File: src/sv/sbst_pkg.sv
// Package for the segment versus box slab test.
// Holds register indexes, fixed widths, the lane sideband type and the face code helper.
// Used by the interfaces and by every module of the block.
`default_nettype none
package sbst_pkg;

  localparam int NUM_AXES = 3;
  localparam int NUM_LANES = 2 * NUM_AXES;
  localparam int COORD_W = 32;
  localparam int SPAN_W = COORD_W + 1;
  localparam int REM_W = SPAN_W + 1;
  localparam int CODE_W = 3;
  localparam int IDX_W = 3;

  typedef enum logic [IDX_W-1:0] {
    REG_BOX_MIN_X = 3'd0,
    REG_BOX_MIN_Y = 3'd1,
    REG_BOX_MIN_Z = 3'd2,
    REG_BOX_MAX_X = 3'd3,
    REG_BOX_MAX_Y = 3'd4,
    REG_BOX_MAX_Z = 3'd5
  } cfg_reg_t;

  localparam logic [CODE_W-1:0] FACE_NONE = 3'd0;

  typedef struct packed {
    logic [NUM_AXES-1:0] miss;
    logic [NUM_AXES-1:0] st_use;
    logic [NUM_AXES-1:0] et_use;
    logic [NUM_AXES-1:0] fwd;
  } side_t;

  function automatic logic [CODE_W-1:0] face_code(input logic [1:0] axis, input logic fwd);
    logic [CODE_W-1:0] base;
    base = {axis, 1'b0};
    return fwd ? base + 3'd1 : base + 3'd2;
  endfunction

endpackage
`default_nettype wire

File: src/sv/sbst_div_cell.sv
// One restoring division step for all six lanes; cells chain to form the divider pipeline.
// Depends on sbst_pkg.
`default_nettype none
module sbst_div_cell #(
  parameter int QW = 17,
  parameter bit FIRST = 1'b0
) (
  input  wire logic clk,
  input  wire logic rst_n,
  input  wire logic en,
  input  wire logic valid_in,
  input  wire logic [sbst_pkg::NUM_LANES-1:0][sbst_pkg::REM_W-1:0] rem_in,
  input  wire logic [sbst_pkg::NUM_LANES-1:0][sbst_pkg::SPAN_W-1:0] den_in,
  input  wire logic [sbst_pkg::NUM_LANES-1:0][QW-1:0] quo_in,
  input  wire sbst_pkg::side_t side_in,
  output logic valid_r,
  output logic [sbst_pkg::NUM_LANES-1:0][sbst_pkg::REM_W-1:0] rem_r,
  output logic [sbst_pkg::NUM_LANES-1:0][sbst_pkg::SPAN_W-1:0] den_r,
  output logic [sbst_pkg::NUM_LANES-1:0][QW-1:0] quo_r,
  output sbst_pkg::side_t side_r
);

  logic [sbst_pkg::NUM_LANES-1:0][sbst_pkg::REM_W-1:0] rem_nxt;
  logic [sbst_pkg::NUM_LANES-1:0][QW-1:0] quo_nxt;

  always_comb begin
    logic [sbst_pkg::REM_W-1:0] t;
    logic ge;
    for (int l = 0; l < sbst_pkg::NUM_LANES; l++) begin
      t = FIRST ? rem_in[l] : {rem_in[l][sbst_pkg::REM_W-2:0], 1'b0};
      ge = t >= {1'b0, den_in[l]};
      rem_nxt[l] = ge ? t - {1'b0, den_in[l]} : t;
      quo_nxt[l] = {quo_in[l][QW-2:0], ge};
    end
  end

  always_ff @(posedge clk) begin
    if (!rst_n) begin
      valid_r <= 1'b0;
    end else if (en) begin
      valid_r <= valid_in;
    end
  end

  always_ff @(posedge clk) begin
    if (en) begin
      rem_r <= rem_nxt;
      den_r <= den_in;
      quo_r <= quo_nxt;
      side_r <= side_in;
    end
  end

endmodule
`default_nettype wire

File: config.mk
export PLATFORM = sky130hd
export DESIGN_NAME = sbst_div_cell
export DESIGN_NICKNAME = d
export VERILOG_FILES = /design/src/sv/sbst_pkg.sv /design/src/sv/sbst_div_cell.sv
export SDC_FILE = /design/constraint.sdc
export NUM_CORES = 1
export LEC_CHECK = 0
export BUFFER_PORTS_ARGS = -buffer_cell sky130_fd_sc_hd__buf_2
export CAP_MARGIN = 10
export CORE_AREA = 5 5 398 400
export CTS_CLUSTER_DIAMETER = 80
export DETAILED_ROUTE_END_ITERATION = 7
export DIE_AREA = 0 0 403 405
export PLACE_DENSITY = 0.49
export RECOVER_POWER = 100
export SLEW_MARGIN = 20
export SYNTH_ARGS = -nofsm -noshare
export SYNTH_HDL_FRONTEND = slang
export SYNTH_SLANG_ARGS = --single-unit
File: constraint.sdc
create_clock -name clk -period 4.6 [get_ports clk]
set_clock_uncertainty 0.1 [all_clocks]
set_input_delay 0.23 -clock clk [delete_from_list [all_inputs] [get_ports clk]]
set_output_delay 0.23 -clock clk [all_outputs]
set_load 0.05 [all_outputs]
# == Word level (Yosys, flattened, before mapping) ==
# Index checks and enable logic that the tools add are counted.
# word_totals
reg_bits,517
latch_bits,0
mem_bits_rw,0
rom_bits,0
input_bits,520
memories,0
# op_classes
n_addsub,6
n_mul,0
n_div,0
order_cmp,6
eq_ne,0
shift,0
mux,6
bitwise_logic,0
reduce_logical,0
# op_table
operator,n
34-bit by 33-bit greater-or-equal comparator with 1-bit output,6
34-bit 2-to-1 mux,6
34-bit by 33-bit subtractor with 34-bit output,6

# == Depth between registers and ports, before layout ==
# logic_depth
depth_word,2
depth_mapped,15
depth_no_buf,13

# == Worst setup path after synthesis ==
# No wires, ideal clock.
# synth_path
kind,input port to flip-flop
startpoint,input den_in[134] (netlist name)
endpoint,register rem_r[152] (netlist name) (data pin)
setup_ps,260
arrival_ps,2938
t_required_ps,4240
slack_ps,1301
cell_stages,13
n_path_buf,2
path_cell_list,inv_1 -> ha_1 -> nor2b_4 -> o31a_1 -> o21a_1 -> o31ai_1 -> nand4_1 -> a221oi_4 -> a21oi_1 -> or4_1 -> buf_6 -> buf_6 -> mux2_4
# synth_lines
item,line,rtl
from (decl),sbst_div_cell.sv:13,"input wire logic [sbst_pkg::NUM_LANES-1:0][sbst_pkg::SPAN_W-1:0] den_in,"
to (signal assigned),sbst_div_cell.sv:47,rem_r <= rem_nxt;
to (decl),sbst_div_cell.sv:17,"output logic [sbst_pkg::NUM_LANES-1:0][sbst_pkg::REM_W-1:0] rem_r,"

==> reports/results.tsv <==
stage	metric	value	unit
yosys	async_flop_share	0	%
final_layout	regArea	0.01551	sq mm
route	post-route-drc-count	0	
final_layout	layout_commonest_cell	clkbuf_1	
min_path	hp-class	input port to register	
timing	grt_setup_unrepaired	no	
final_layout	final_net_count	4865	
clocking	numClockSinks	517	
clocking	clk_pin_slew	0.06	ns
grt	grt_usage	14.49	%
timing	max_slew_margin	-70.73	%
route	firstDrtPassIters	5	
yosys	ys_types	74	
grt	grt_max_degree	88	
critical_path	cp.required	4.87	ns
final_layout	drive_gt1_share	12.03	%
yosys	synth_nets	3285	
die	pin_count	1037	
clocking	cts_root_buf	clkbuf_16	
timing	setup_tns	0	ns
grt	grt_pass1_vias	26564	
run_status	outcome	finished, violations left	
route	postRouteAntennaNets	0	
route	post_drt_wl_per_cell	19.94	um
die	start_util	18.39	%
timing	tightest_slew	2.561	ns
yosys	synth_area	0.02849	sq mm
critical_path	setup.worst_path.end_class	register	
critical_path	cp-start-kind	input port	
yosys	ys.flop_type	edfxtp_1	
place	dp_hpwl	100900	um
clocking	postCtsResizedCells	0	
route	vias	26064	
place	portBuffers	1024	
place	place_ws	0.1088	ns
clocking	cts_buffer_depth	3	
die	die_h	405	um
timing	max_clock_freq	223.6	MHz
route	viasPerCell	4.157	
die	die_w	403	um
grt	overflow	0	
run_status	violations	capacitance limit, slew limit	
yosys	synth_warnings	0	
grt	grt_pass1_wl	176800	um
timing	setup_ws	0.1276	ns
timing	hold_viol_final	0	
clocking	clk-insertion-delay-late	0.64	ns
timing	finalCritPeriodShare	97.23	%
place	gp_congestion	0.8924	
clocking	cts_buffers	72	
flow_run	maxCapViolations	2	
timing	period_needed	4.472	ns
yosys	yosysSeqAreaShare	54.45	%
die	core_region_area	0.1549	sq mm
critical_path	rrSetupSlack	3.36	ns
die	row_count	145	
power_and_ir_drop	power_density	390.8	mW/mm^2
grt	grt_antenna_before_repair	31	
power_and_ir_drop	ir_drop	322.4	uV
route	drt-initial-drc-count	1589	
critical_path	cp_max_fo	33	
yosys	ys_seq_elements	517	
yosys	synth-edff-count	516	
critical_path	critPathKind	input port to register	
timing	finalMaxSlewViolations	118	
clocking	cts_tree	yes	
critical_path	cp.arrival	4.74	ns
timing	finalSetupViolations	0	
power_and_ir_drop	leakagePower	0.01701	uW
final_layout	multi_input_area	0.01179	sq mm
route	wl	125000	um
yosys	syn_inst	2561	
yosys	syn_avg_cell_area	11.13	sq um
final_layout	areaGrowthSynthToFinish	50.03	%
final_layout	fillers	16708	
clocking	htreeDepth	3	
final_layout	layout_common_cells	clkbuf_1, edfxtp_1, dlygate4sd3_1	
die	die-area	0.1632	sq mm
metal layers:
layer | routed length, um | GRT usage (%)
met4 | 3190 | 4.243
met5 | 55 | 0
met2 | 59650 | 24.70
met1 | 52080 | 17.93
met3 | 10060 | 3.949
stage by stage:
stage	total power [uW]	instances	hold WS (ns)	utilization, %	cell area [sq um]
CTS	17120	6257	0.08726	28.24	43760
detailed placement	11050	5618	0.3081	23.44	36320
global route	17500	6262	0.1375	27.58	42730
finish	16700	6270	0.1895	27.59	42750
floorplan	9444	2561	0.2289	-	28490
global placement	11040	5618	0.3065	23.44	36320
kinds of logic (layout without fill, tap and decap cells):
group / count (synthesis) / after routing / share of synthesized area [%]
xor gates and xnor gates: 171 / 171 / 5.256
adders and majority gates: 204 / 204 / 9.116
buffers and inverters: 303 / 1941 / 4.176
muxes: 40 / 40 / 1.642
AOI/OAI and AO/OA: 718 / 718 / 15.44
other: 0 / 13 / 0
and+or+nand+nor: 608 / 608 / 9.915
DFF: 517 / 517 / 54.45
registers in the layout, indices dropped and copies added, names as in the netlist:
name / count
den_r: 198
quo_r: 102
rem_r: 204
side_r: 12
valid_r: 1
Yosys cell counts, types with 25 or more instances:
library cell  number  area (sq um)
inv_1            242         908.4
mux2_2            34         382.9
xnor2_1           89         779.5
nor3_1            32         160.2
nand4_1           32         200.2
nand2b_1          27         168.9
nand3_1           39         195.2
edfxtp_1         516         15490
ha_1             198          2477
a21oi_1          263          1316
o21a_1            25         187.7
xor2_1            82         718.2
nor2b_1           30         187.7
nand2_1          180         675.7
o21ai_0          170         850.8
nor2_1           195         732.0
clkbuf_1          43         161.4
a21o_1            95         713.2
worst max-delay path, stage by stage:
cell	delay, ns
dlygate4sd3_1	0.53
clkbuf_1	0.15
inv_1	0.06
ha_1	0.35
a21oi_1	0.23
o21ai_1	0.13
a221o_1	0.45
a31oi_1	0.43
nand4_1	0.27
a221oi_4	0.32
a21oi_1	0.10
or4_2	0.72
buf_12	0.25
nor2_1	0.40
a21oi_1	0.09
layout make-up:
type                    count  share of cell area (%)
inverters                 242                   2.125
flip-flops and latches    517                   36.29
clock buffers              83                   4.361
diodes                     13                 0.07610
clock inverters            49                   1.180
repair buffers           1567                   22.37
well taps                2058                   6.023
multi-input cells        1741                   27.57
repair_timing:
action	CTS	global route
buffers inserted	0	0
hold buffers	507	0
hold endpoints to repair	532	0
final timing paths:
check / start / endpoint / depth (start not counted)
max: den_in[147] / rem_r[155]$_DFFE_PP_ / 15
min: quo_in[73] / quo_r[74]$_DFFE_PP_ / 2
max reg2reg: valid_r$_SDFFE_PN0P_ / valid_r$_SDFFE_PN0P_ / 3
min reg2reg: valid_r$_SDFFE_PN0P_ / valid_r$_SDFFE_PN0P_ / 3
where the power goes:
group	switching, uW	internal, uW
Clock	2300	3250
Sequential	176	5840
Combinational	3690	1450
(Power assumes the default switching activity.)
