### config.mk
export PLATFORM = sky130hd
export DESIGN_NAME = sbst_resolve
export DESIGN_NICKNAME = d
export VERILOG_FILES = /design/src/sv/sbst_pkg.sv /design/src/sv/sbst_resolve.sv
export SDC_FILE = /design/constraint.sdc
export NUM_CORES = 1
export LEC_CHECK = 0
export BUFFER_PORTS_ARGS = -buffer_cell sky130_fd_sc_hd__buf_2
export CAP_MARGIN = 20
export CORE_MARGIN = 2
export CORE_UTILIZATION = 50
export DETAILED_ROUTE_END_ITERATION = 12
export PLACE_DENSITY = 0.82
export SLEW_MARGIN = 20
export SYNTH_ARGS = -nofsm -noshare
export SYNTH_HDL_FRONTEND = slang
export SYNTH_SLANG_ARGS = --single-unit
### constraint.sdc
create_clock -name vclk -period 6.29
set_input_delay 0.629 -clock vclk [all_inputs]
set_output_delay 0.629 -clock vclk [all_outputs]
set_load 0.1 [all_outputs]
### src/sv/sbst_pkg.sv
// Package for the segment versus box slab test.
// Holds register indexes, fixed widths, the lane sideband type and the face code helper.
// Used by the interfaces and by every module of the block.
`default_nettype none
package sbst_pkg;

  localparam int NUM_AXES = 3;
  localparam int NUM_LANES = 2 * NUM_AXES;
  localparam int COORD_W = 32;
  localparam int SPAN_W = COORD_W + 1;
  localparam int REM_W = SPAN_W + 1;
  localparam int CODE_W = 3;
  localparam int IDX_W = 3;

  typedef enum logic [IDX_W-1:0] {
    REG_BOX_MIN_X = 3'd0,
    REG_BOX_MIN_Y = 3'd1,
    REG_BOX_MIN_Z = 3'd2,
    REG_BOX_MAX_X = 3'd3,
    REG_BOX_MAX_Y = 3'd4,
    REG_BOX_MAX_Z = 3'd5
  } cfg_reg_t;

  localparam logic [CODE_W-1:0] FACE_NONE = 3'd0;

  typedef struct packed {
    logic [NUM_AXES-1:0] miss;
    logic [NUM_AXES-1:0] st_use;
    logic [NUM_AXES-1:0] et_use;
    logic [NUM_AXES-1:0] fwd;
  } side_t;

  function automatic logic [CODE_W-1:0] face_code(input logic [1:0] axis, input logic fwd);
    logic [CODE_W-1:0] base;
    base = {axis, 1'b0};
    return fwd ? base + 3'd1 : base + 3'd2;
  endfunction

endpackage
`default_nettype wire

### src/sv/sbst_resolve.sv
// Merges the per-axis entry and exit times into hit, entry time and entered face.
// Depends on sbst_pkg.
`default_nettype none
module sbst_resolve #(
  parameter int FRACTION_BITS = 16
) (
  input  wire logic [sbst_pkg::NUM_LANES-1:0][FRACTION_BITS:0] quo,
  input  wire sbst_pkg::side_t side,
  output logic hit,
  output logic [FRACTION_BITS:0] hit_time,
  output logic [sbst_pkg::CODE_W-1:0] normal_code
);

  localparam logic [FRACTION_BITS:0] ONE_T = {1'b1, {FRACTION_BITS{1'b0}}};

  always_comb begin
    logic [FRACTION_BITS:0] fst, fet, st, et;
    logic [sbst_pkg::CODE_W-1:0] code;
    logic alive;
    fst = '0;
    fet = ONE_T;
    code = sbst_pkg::FACE_NONE;
    alive = 1'b1;
    for (int a = 0; a < sbst_pkg::NUM_AXES; a++) begin
      st = side.st_use[a] ? quo[2*a] : '0;
      et = side.et_use[a] ? quo[2*a+1] : ONE_T;
      if (side.miss[a]) begin
        alive = 1'b0;
      end
      if (st > fst) begin
        fst = st;
        code = sbst_pkg::face_code(2'(a), side.fwd[a]);
      end
      if (et < fet) begin
        fet = et;
      end
      if (fet < fst) begin
        alive = 1'b0;
      end
    end
    hit = alive;
    hit_time = alive ? fst : '0;
    normal_code = alive ? code : sbst_pkg::FACE_NONE;
  end

endmodule
`default_nettype wire

==> results of run 1 <==
==> routing by layer <==
| metal | track usage (%) | GRT overflow |
|---|---|---|
| met4 | 72.7 | 0 |
| met1 | 63.3 | 0 |
| met5 | 10.7 | 0 |
| met2 | 88.9 | 3 |
| met3 | 45.3 | 0 |
==> logic make-up after synthesis <==
family                   count (synthesis)  share of synthesized area (%)
AO/OA/AOI/OAI                          136                           20.3
adder cells (fa/ha/maj)                114                           33.6
buffers and inverters                   92                           8.76
multiplexers                            32                           8.49
AND/OR/NAND/NOR                        258                           28.9
==> synth_stat cells (2+ instances only) <==
library cell,number,area share [%]
a41oi_1,2,0.41
nand3_1,13,1.5
nor4_1,6,0.88
clkbuf_1,11,0.97
o41ai_1,3,0.62
o2111ai_1,3,0.62
a21o_1,4,0.71
and2_1,33,4.9
nor2_1,48,4.2
nand4_1,16,2.4
a21oi_1,53,6.2
nor3_1,5,0.59
ha_1,114,34
nand2b_1,6,0.88
and4_1,6,1.2
nand4b_1,2,0.41
inv_1,70,6.2
nand2_1,114,10
o21ai_0,31,3.7
o211ai_1,3,0.53
buf_2,6,0.71
buf_6,2,0.53
o21a_1,3,0.53
nor2b_1,2,0.29
buf_1,2,0.18
mux2_2,32,8.5
a221oi_1,5,1.0
a211oi_1,12,2.1
==> timing repair <==
| item | in CTS |
|---|---|
| resized for setup | 92 |
| setup buffers | 20 |
| hold buffers | 0 |
| pin swaps | 15 |
| cloned | 6 |
| setup endpoints to repair | 21 |
==> stage by stage <==
| stage | setup WS (ps) | instance area [µm²] | util (%) | instances | setup TNS, ps |
|---|---|---|---|---|---|
| after CTS | -583 | 7300 | 88.9 | 1024 | -11190 |
| after floorplan | -636 | 4550 | - | 632 | -12470 |
| after global placement | -652 | 6620 | 80.6 | 998 | -12820 |
| after detailed placement | -859 | 6620 | 80.6 | 998 | -17190 |
==> metrics.md, run 1 <==
| Metric | Value |
|---|---|
| Worst_ep grt | normal_code[0] |
| Post-Synthesis Cells | 632 |
| GPL Wtd Cong | 1.05 |
| Sequential fraction of the synthesis area | 0% |
| YS warnings | 0 |
| Worst ep type | primary output |
| Mapped cell area | 4240 µm² |
| Chip Width | 96.1 µm |
| Syn avg cell area | 6.72 µm² |
| Synth Net Count | 860 |
| Starting density of the core | 51.7% |
| Chip Height | 96.1 µm |
| Count of cell types in the netlist | 53 |
| Outcome | aborted with a tool error |
| GRT Residual Overflow | 3 |
| I/O Buffers | 135 |
| I/O pins | 135 |
| Hpwl dp | 15000 µm |
| Site row count | 33 |
| Run Error | [ERROR GRT-0232] Routing congestion too high. Check the congestion heatmap in the GUI. |
| Fail Step | global routing (5_1_grt) |
| Gr usage total | 66.6% |
| Maximum number of pins on one net before global-route repair | 18 |
==> inputs of run 2 (changes only) <==
CORE_UTILIZATION = 40   (was 50)
PLACE_DENSITY = default   (was 0.82)
PLACE_DENSITY_LB_ADDON = 0.15   (was default)
clock period = 8.2 ns   (was 6.29 ns; I/O delays follow)
==> run 2 against run 1 <==
Against the previous run: the run now ends clean; synthesized cell count unchanged; area after synthesis unchanged.
==> metrics.md, run 2 <==
| Metric | Value |
|---|---|
| Vias/cell | 5.52 |
| Mean routed wirelength per cell | 16.7 µm |
| ANT nets after route | 0 |
| Crit Path Max Fanout | 33 |
| Worst hold path depth | 3 |
| Drt first pass iters | 5 |
| CP max-delay cell | mux2_2 |
| Post-Synth Adder-Cell Area | 33.6% |
| Post-synthesis cell type with the largest combined area | ha_1 |
| Fraction of the mapped netlist area in simple logic gates | 28.9% |
| Hold path start | side[2] |
| Max-cap violation count | 0 |
| Layout cells sized above 1 | 26.4% |
| Area delta synth->final | 28.6% |
| Sequential fraction of the synthesis area | 0% |
| Worst EP arrival | 6930 ps |
| Worst setup EP type | output pin |
| Crit Path Class | in2out |
| Pwr Total | 0.493 mW |
| First-pass GRT wire length | 23600 µm |
| Leak | 3.01 nW |
| Crit start category | primary input |
| Starting density of the core | 41.1% |
| Worst-Margin Slew | 508 ps |
| I/O Buffers | 135 |
| I/O pins | 135 |
| Number of cells after detailed placement | 889 |
| # setup viols final | 0 |
| Pre-CTS setup slack | 102 ps |
| Worst Setup Slack, final | 447 ps |
| DIE AREA | 11500 µm² |
| Routed WL | 14900 µm |
| Final layout net count | 985 |
| Post-Synthesis Cells | 632 |
| YS warnings | 0 |
| P per Cell Area | 90.4 nW/µm² |
| Rel. slew slack | 65.8% |
| Final Critical Period | 7750 ps |
| Worst path most repeated cell | nand2_1 |
| Commonest non-fill, non-tap cells in the layout | nand2_1 (114), ha_1 (114), buf_2 (113), inv_1 (70), a21oi_1 (52) |
| Seq Cell Count | 0 |
| Initial antenna violation count | 0 |
| Syn avg cell area | 6.72 µm² |
| GRT Residual Overflow | 0 |
| Drt drc | 0 |
| Clock buf count | 0 |
| Gr usage total | 25.7% |
| Slew Limit Fails | 0 |
| Critical path required time | 7380 ps |
| Chip Width | 107 µm |
| Via count | 4915 |
| Most common library cells after synthesis | ha_1 (114), nand2_1 (114), inv_1 (70), a21oi_1 (53), nor2_1 (48) |
| Main combinational cell family by area after synthesis | adder cells |
| Hold-critical path endpoint | normal_code[1] |
| Count of cell types in the netlist | 53 |
| First DRT Iteration DRCs | 303 |
| Worst vdd ir | 0.0000451 V |
| Vias in the first global route | 5046 |
| Final period utilization | 94.5% |
| Synth Area in Compound Gates | 20.3% |
| Synth Net Count | 860 |
| Mapped cell area | 4240 µm² |
| Cell Count, Final, Fillers Out | 891 |
| Outcome | finished, final reports clean |
| Mux share of post-synthesis cell area | 8.49% |
| Largest stage delay, worst path | 390 ps |
| Hpwl dp | 13300 µm |
| FILL cells | 1040 |
| Maximum clock rate | 129 MHz |
| Synth Area in XOR/XNOR | 0% |
| Site row count | 37 |
| Min-Delay Path Class | in2out |
| Yosys top cell area share | 33.6% |
| Maximum number of pins on one net before global-route repair | 34 |
| Core area | 10300 µm² |
| ANT cells | 0 |
| Fin. Hold Viols | 0 |
| GPL Wtd Cong | 0.966 |
| Register Area | 0 µm² |
| Largest cells by area after synthesis | ha_1 (34%), nand2_1 (10%), mux2_2 (8.5%) |
| Chip Height | 107 µm |
## run 2: cell counts after synthesis
No cell type changed its count.
## run 2: final cells by class
cell class	count	area (µm²)	share of cell area (%)
Inverter	70	263	4.82
Multi-Input combinational cell	540	3950	72.4
Tap cell	136	170	3.12
Timing Repair Buffer	145	1070	19.7
## run 2: through the flow
step | hold WS, ps | cell area [µm²] | TNS (ps) | utilization [%]
6_report | 2000 | 5460 | 0 | 52.9
5_1_grt | 2010 | 5460 | -35.2 | 52.9
4_1_cts | 2000 | 5400 | 0 | 52.3
3_5_place_dp | 2000 | 5400 | 0 | 52.3
3_3_place_gp | 1990 | 5400 | 0 | 52.3
2_1_floorplan | 1820 | 4280 | -1720 | -
## run 2: critical path: cells and delay by family
| kind | cells | cell delay, ps |
|---|---|---|
| and+or+nand+nor | 13 | 2180 |
| adders and majority gates | 3 | 1010 |
| AOI/OAI and AO/OA | 7 | 1380 |
| muxes | 1 | 390 |
| buffers and inverters | 5 | 1090 |
## run 2: logic make-up (layout without fill, tap and decap cells)
family | Yosys count | in the layout
mux | 32 | 32
simple gates | 258 | 258
compound gates | 136 | 136
buf+inv | 92 | 215
fa+ha+maj | 114 | 114
## run 2: repair_timing
action                     4_1_cts  5_1_grt
buffers inserted                 0        2
hold buffers                     0        0
gates resized for setup          0       12
setup endpoints to repair        0       21
## run 2: report_power, final
| group | internal (mW) | switching, mW | leakage (nW) |
|---|---|---|---|
| logic | 0.200 | 0.294 | 3.01 |
| registers | 0 | 0 | 0 |
| clock network | 0 | 0 | 0 |
## run 2: layer usage
layer / track usage [%] / up-vias / wire length [µm]
met5: 0 / - / 0
met4: 6.03 / 0 / 325
met1: 31.8 / 2211 / 6320
li1: - / 2502 / -
met3: 3.28 / 26 / 1000
met2: 46.9 / 176 / 7220
## run 2: worst max path at each step
stage	to	slack, ps	start	cells after the start
after floorplan	hit_time[10]	-180	side[6]	29
after global placement	hit_time[8]	390	side[6]	28
after detailed placement	hit_time[8]	100	side[6]	28
after CTS	hit_time[8]	80	side[6]	28
after global routing	hit_time[0]	-20	side[6]	27
final	hit_time[0]	450	side[6]	29
(Power assumes the default switching activity.)
