$ cat config.mk
export PLATFORM = sky130hd
export DESIGN_NAME = sbst_front
export DESIGN_NICKNAME = d
export VERILOG_FILES = /design/src/sv/sbst_pkg.sv /design/src/sv/sbst_front.sv
export SDC_FILE = /design/constraint.sdc
export NUM_CORES = 2
export LEC_CHECK = 0
export BUFFER_PORTS_ARGS = -buffer_cell sky130_fd_sc_hd__clkbuf_2
export CAP_MARGIN = 5
export CORE_MARGIN = 3
export CORE_UTILIZATION = 30
export DETAILED_ROUTE_END_ITERATION = 7
export GPL_TIMING_DRIVEN = 0
export PLACE_DENSITY = 0.45
export SLEW_MARGIN = 20
export SYNTH_ARGS = -nofsm -noshare
export SYNTH_HDL_FRONTEND = slang
export SYNTH_SLANG_ARGS = --single-unit
export TNS_END_PERCENT = 5
$ cat constraint.sdc
create_clock -name clk -period 3.9 [get_ports clk]
set_input_delay 0.39 -clock clk [delete_from_list [all_inputs] [get_ports clk]]
set_output_delay 0.39 -clock clk [all_outputs]
set_load 0.05 [all_outputs]
$ cat src/sv/sbst_pkg.sv
// Package for the segment versus box slab test.
// Holds register indexes, fixed widths, the lane sideband type and the face code helper.
// Used by the interfaces and by every module of the block.
`default_nettype none
package sbst_pkg;

  localparam int NUM_AXES = 3;
  localparam int NUM_LANES = 2 * NUM_AXES;
  localparam int COORD_W = 32;
  localparam int SPAN_W = COORD_W + 1;
  localparam int REM_W = SPAN_W + 1;
  localparam int CODE_W = 3;
  localparam int IDX_W = 3;

  typedef enum logic [IDX_W-1:0] {
    REG_BOX_MIN_X = 3'd0,
    REG_BOX_MIN_Y = 3'd1,
    REG_BOX_MIN_Z = 3'd2,
    REG_BOX_MAX_X = 3'd3,
    REG_BOX_MAX_Y = 3'd4,
    REG_BOX_MAX_Z = 3'd5
  } cfg_reg_t;

  localparam logic [CODE_W-1:0] FACE_NONE = 3'd0;

  typedef struct packed {
    logic [NUM_AXES-1:0] miss;
    logic [NUM_AXES-1:0] st_use;
    logic [NUM_AXES-1:0] et_use;
    logic [NUM_AXES-1:0] fwd;
  } side_t;

  function automatic logic [CODE_W-1:0] face_code(input logic [1:0] axis, input logic fwd);
    logic [CODE_W-1:0] base;
    base = {axis, 1'b0};
    return fwd ? base + 3'd1 : base + 3'd2;
  endfunction

endpackage
`default_nettype wire

$ cat src/sv/sbst_front.sv
// Front stage: per-axis slab classification, numerators and spans for the divider chain.
// Depends on sbst_pkg.
`default_nettype none
module sbst_front (
  input  wire logic clk,
  input  wire logic rst_n,
  input  wire logic en,
  input  wire logic in_valid,
  input  wire logic [sbst_pkg::NUM_AXES-1:0][sbst_pkg::COORD_W-1:0] seg_s,
  input  wire logic [sbst_pkg::NUM_AXES-1:0][sbst_pkg::COORD_W-1:0] seg_e,
  input  wire logic [sbst_pkg::NUM_AXES-1:0][sbst_pkg::COORD_W-1:0] box_lo,
  input  wire logic [sbst_pkg::NUM_AXES-1:0][sbst_pkg::COORD_W-1:0] box_hi,
  output logic valid_r,
  output logic [sbst_pkg::NUM_LANES-1:0][sbst_pkg::REM_W-1:0] rem_r,
  output logic [sbst_pkg::NUM_LANES-1:0][sbst_pkg::SPAN_W-1:0] den_r,
  output sbst_pkg::side_t side_r
);

  logic [sbst_pkg::NUM_LANES-1:0][sbst_pkg::REM_W-1:0] rem_nxt;
  logic [sbst_pkg::NUM_LANES-1:0][sbst_pkg::SPAN_W-1:0] den_nxt;
  sbst_pkg::side_t side_nxt;

  always_comb begin
    logic signed [sbst_pkg::SPAN_W-1:0] s, e, lo, hi;
    logic signed [sbst_pkg::SPAN_W-1:0] nst, net, dd;
    logic fwd;
    side_nxt = '0;
    rem_nxt = '0;
    den_nxt = '0;
    for (int a = 0; a < sbst_pkg::NUM_AXES; a++) begin
      s = $signed({seg_s[a][sbst_pkg::COORD_W-1], seg_s[a]});
      e = $signed({seg_e[a][sbst_pkg::COORD_W-1], seg_e[a]});
      lo = $signed({box_lo[a][sbst_pkg::COORD_W-1], box_lo[a]});
      hi = $signed({box_hi[a][sbst_pkg::COORD_W-1], box_hi[a]});
      fwd = s < e;
      side_nxt.fwd[a] = fwd;
      side_nxt.miss[a] = fwd ? (s > hi || e < lo) : (e > hi || s < lo);
      side_nxt.st_use[a] = fwd ? (s < lo) : (s > hi);
      side_nxt.et_use[a] = fwd ? (e > hi) : (e < lo);
      nst = fwd ? lo - s : s - hi;
      net = fwd ? hi - s : s - lo;
      dd = fwd ? e - s : s - e;
      rem_nxt[2*a] = {1'b0, nst};
      rem_nxt[2*a+1] = {1'b0, net};
      den_nxt[2*a] = dd;
      den_nxt[2*a+1] = dd;
    end
  end

  always_ff @(posedge clk) begin
    if (!rst_n) begin
      valid_r <= 1'b0;
    end else if (en) begin
      valid_r <= in_valid;
    end
  end

  always_ff @(posedge clk) begin
    if (en) begin
      rem_r <= rem_nxt;
      den_r <= den_nxt;
      side_r <= side_nxt;
    end
  end

endmodule
`default_nettype wire

# Yosys cells after proc, flatten, opt, wreduce, memory -nomap -nowiden

Index checks and enable logic that the tools add are counted.

Add/subtract/negate cells: 18
$mul: 0
Divide/modulo/power cells: 0
Magnitude comparators: 15
Equal/unequal tests: 0
Shift operators: 0
Multiplexer cells: 18
Bitwise operators: 0
Reduce and logical (&&, ||, !) cells: 6

Operator list:

| cell                           | count |
|---|---|
| subtractor 32 x 32 -> 33 bit   | 18 |
| 2-to-1 mux 33 bit              | 9 |
| less-than comparator 32 bit    | 9 |
| greater-than comparator 32 bit | 6 |
| 2-to-1 mux 1 bit               | 9 |
| logical OR 1 bit               | 6 |

Register bits: 310
Latch bits: 0
Bits in writable memories: 0
ROM bits: 0
Bits of input ports: 388
Memories kept: 0

# Depth between registers and ports, before layout

Word-level depth: 3
Mapped depth: 17
Depth with buffers taken out: 14

# Worst setup path before layout

OpenSTA, ideal clock, no wires.

Path type: in2reg
Start: in seg_s[80] (netlist bit)
End: reg side_r[11] (netlist bit), data pin
Setup time: 261 ps
Arrival time: 3043 ps
Path slack: 596 ps
Stages on the path: 12
Buffers on the path: 1
Path through: inv_1 > ha_1 > clkbuf_1 > a21o_1 > a21o_1 > a221o_1 > a21oi_2 > o21ai_1 > a2111oi_1 > o31ai_1 > a2bb2o_1 > o32a_1

RTL lines:

| item                 | line             | RTL |
|---|---|---|
| start, declared      | sbst_front.sv:9  | `input wire logic [sbst_pkg::NUM_AXES-1:0][sbst_pkg::COORD_W-1:0] seg_s,` |
| end signal, assigned | sbst_front.sv:62 | `side_r <= side_nxt;` |
| end, declared        | sbst_front.sv:16 | `output sbst_pkg::side_t side_r` |

==> run metrics <==
drt drc 0; FF+latch area 9300 um2; internal power of the cells roughly 11000 uW; num ports between 800 and 900; violated checks setup timing; CP most frequent cell clkbuf_4; P&R area growth vs syn 19.0%; Rel. slew slack 24.3%; slowest cell on the critical path a221o_1; pin count of the biggest net entering global routing 94; Buf/Inv on CP 6; Synth area leaders ha_1, edfxtp_1, a21oi_1; Post-Synthesis Cells between 5k and 6k; Peak supply drop ~0.00029 V; period utilization 102%; die span in x 397 um; Cells after DPL ~8.5k; Max FO, Critical Path 10; multi-input logic area 33200 um2; syn avg cell area 8.03 um2; DRT Wirelength 217000 um; WL/cell approximately 25 um; layout cells sized above 1 17.6%; initial core utilization ~30%; num rows 142; family with the most delay on the worst path compound AO/OA/AOI/OAI gates; DP HPWL roughly 190000 um; vias in the first global route between 40k and 50k; Clock Path Buffers 3; status finished, violations left; Final Setup Violations 8; kind of end point of the critical path flip-flop; CTS sink count 310; cells along the critical path clkbuf_2, inv_1, ha_1, clkbuf_1, and2_1, o21ai_0, o2111ai_2, a221o_1, a21oi_4, nand2_1, and2_1, clkbuf_4, clkbuf_4, clkbuf_4, o21ai_0, o31ai_1; WP data required 4.26 ns; Hold/Removal Path Class input pin to flip-flop; final hold violation count 0; sw power around 11000 uW; synthesis-stage register bit count 310; Max Slew Vio Count 0; first-pass detailed-route iteration total 5; initial antenna violation count 50; GPL Wtd Cong 0.963; Flop pwr share a little under a quarter; number of synthesized flops with an enable pin just over 300; Worst Tran Pin Value around 1.1 ns; via/cell ratio 5.30; Total Power 21300 uW; die height 397 um; Synth Cell Area 45900 um2; vias between 40k and 50k; GR Overflow Total 0; ys flop type edfxtp_1; Comb power frac between 50% and 60%; hold_ws 0.0577 ns; GR Util All Layers 26.1%; first-pass GRT wire length roughly 300000 um; clock power share 19.6%; post-synth top area cell ha_1; core area around 150000 um2; P_leak 0.0267 uW; fin crit period 3.99 ns; final worst slack -0.0889 ns; Finished Layout Cells 8656; Worst-Skew Late Latency 0.61 ns; Ys Warns 0; H-tree depth 2; startpoint types input pin; max-cap violations 0; synth unique cells 99; RSZ-0062 raised after global routing true; fmax 251 MHz; Root Buffer clkbuf_16; CP Class input pin to flip-flop; Detail Route Antenna Nets 0; sw frac 50.6%; Nets 7748; clock slew at reported path FFs 0.06 ns; CTS Buf Count 45; Iter 0 DRT Violations 3957; skew final 0 ns; CTS tree built; share of the synthesized area in the top cell type 20.8%; P per Cell Area 389 nW/um2; Synth async-reset ratio 0%; worst path arrival time 4.35 ns; fill count 16.3k; die footprint 158000 um2; slowest stage delay, CP 0.48 ns; port bufs between 700 and 800; Seq/Total Area, Yosys ~20%
==> timing repair <==
item | in CTS | in global routing
endpoints found under the hold margin | 1 | 0
setup buffers | 2 | 6
pin swaps | 2 | 2
resized for setup | 85 | 70
hold buffers | 1 | 0
setup endpoints to repair | 292 | 178
==> synthesized netlist by cell type (38+ instances only) <==
cell      number
a211oi_1      51
a21o_1       388
a21oi_1      678
a31oi_1       47
and3_1        38
buf_2         61
buf_4        110
clkbuf_1     203
edfxtp_1     309
ha_1         765
inv_1        482
mux2i_1       45
nand2_1      357
nand2b_1      79
nand3_1       78
nand4_1       95
nor2_1       366
nor2b_1       94
nor3_1        61
o21a_1        66
o21ai_0      364
o21bai_1      56
o31ai_1       44
xnor2_1      260
xor2_1       170
==> cell families after synthesis <==
logic type,after synthesis,synth area share [%]
AOI/OAI and AO/OA,1956,26.8
xor gates and xnor gates,430,8.20
adders and majority gates,783,21.6
buffers and inverters,882,8.33
DFF,310,20.3
muxes,50,1.10
other,1,0.00817
and+or+nand+nor,1306,13.7
==> layer usage <==
| layer | routed length, um | part of all wire (%) | track usage, % | vias to the layer above |
|---|---|---|---|---|
| met1 | 99900 | 46 | 36.4 | 21872 |
| met4 | 8240 | 3.8 | 9.80 | 6 |
| met3 | 13800 | 6.3 | 3.86 | 291 |
| met5 | 45 | 0.021 | 0 | - |
| met2 | 94700 | 44 | 40.6 | 1682 |
| li1 | - | - | - | 22068 |
==> power groups by stage <==
stage	Combinational, uW	Clock [uW]	Sequential (uW)
finish	12200	4170	4950
global route	13000	4450	5010
CTS	12000	4350	4970
detailed placement	11900	0	5020
global placement	11900	0	5060
floorplan	5940	0	7090
==> per-stage QoR <==
stage / cell area, um2 / setup slack [ns] / utilization (%) / TNS, ns
3_3_place_gp: 52400 / -3.42 / 34.7 / -1384.60
6_report: 54600 / -0.0889 / 36.2 / -0.237
5_1_grt: 54600 / -0.110 / 36.2 / -0.844
2_1_floorplan: 45900 / 0.596 / - / 0
4_1_cts: 54300 / -0.0282 / 35.9 / -0.0668
3_5_place_dp: 52600 / -2.06 / 34.8 / -333.42
==> final timing paths <==
check / startpoint / endpoint / slack [ns] / cells after the start
max: seg_s[36] / rem_r[100] / -0.09 / 16
min: in_valid / valid_r / 0.06 / 3
max reg2reg: valid_r / valid_r / 3.30 / 2
min reg2reg: valid_r / valid_r / 0.54 / 2
==> placed cells by master, fill, tap and decap left out, types with 28 or more instances in the layout <==
master	netlist	routed
nor2_1	366	365
nor2b_1	94	94
o21bai_1	56	56
nand2b_1	79	79
o21ai_0	364	349
and3_1	38	38
a211oi_1	51	50
nand2_1	357	357
o31ai_1	44	39
nor3_1	61	59
xor2_1	170	168
mux2i_1	45	45
edfxtp_1	309	309
a21oi_1	678	667
clkbuf_1	203	200
clkbuf_2	2	800
ha_1	765	765
a21o_1	388	388
buf_4	110	141
xnor2_1	260	258
inv_1	482	480
nand3_1	78	78
a221oi_1	29	28
o21a_1	66	66
clkbuf_16	0	47
nand4_1	95	95
a31oi_1	47	45
==> state kept, by name, summed over array words and instances (netlist names) <==
signal / flops
rem_r: 198
den_r: 99
side_r: 12
valid_r: 1
==> final cells by class <==
cell class | instances | share of cell area (%)
inverter | 485 | 3.35
sequential | 310 | 17.0
buffer | 396 | 3.95
timing repair buffer | 808 | 7.59
clock inverter | 29 | 0.453
multi-input combinational | 4531 | 60.7
antenna | 27 | 0.124
tap | 2016 | 4.62
clock buffer | 54 | 2.20
==> worst reg2reg max path, stage by stage, from the launching register on <==
cell and delay, ns:
dfxtp_1 0.31, mux2i_1 0.12, nor2b_1 0.06
(Power assumes the default switching activity.)
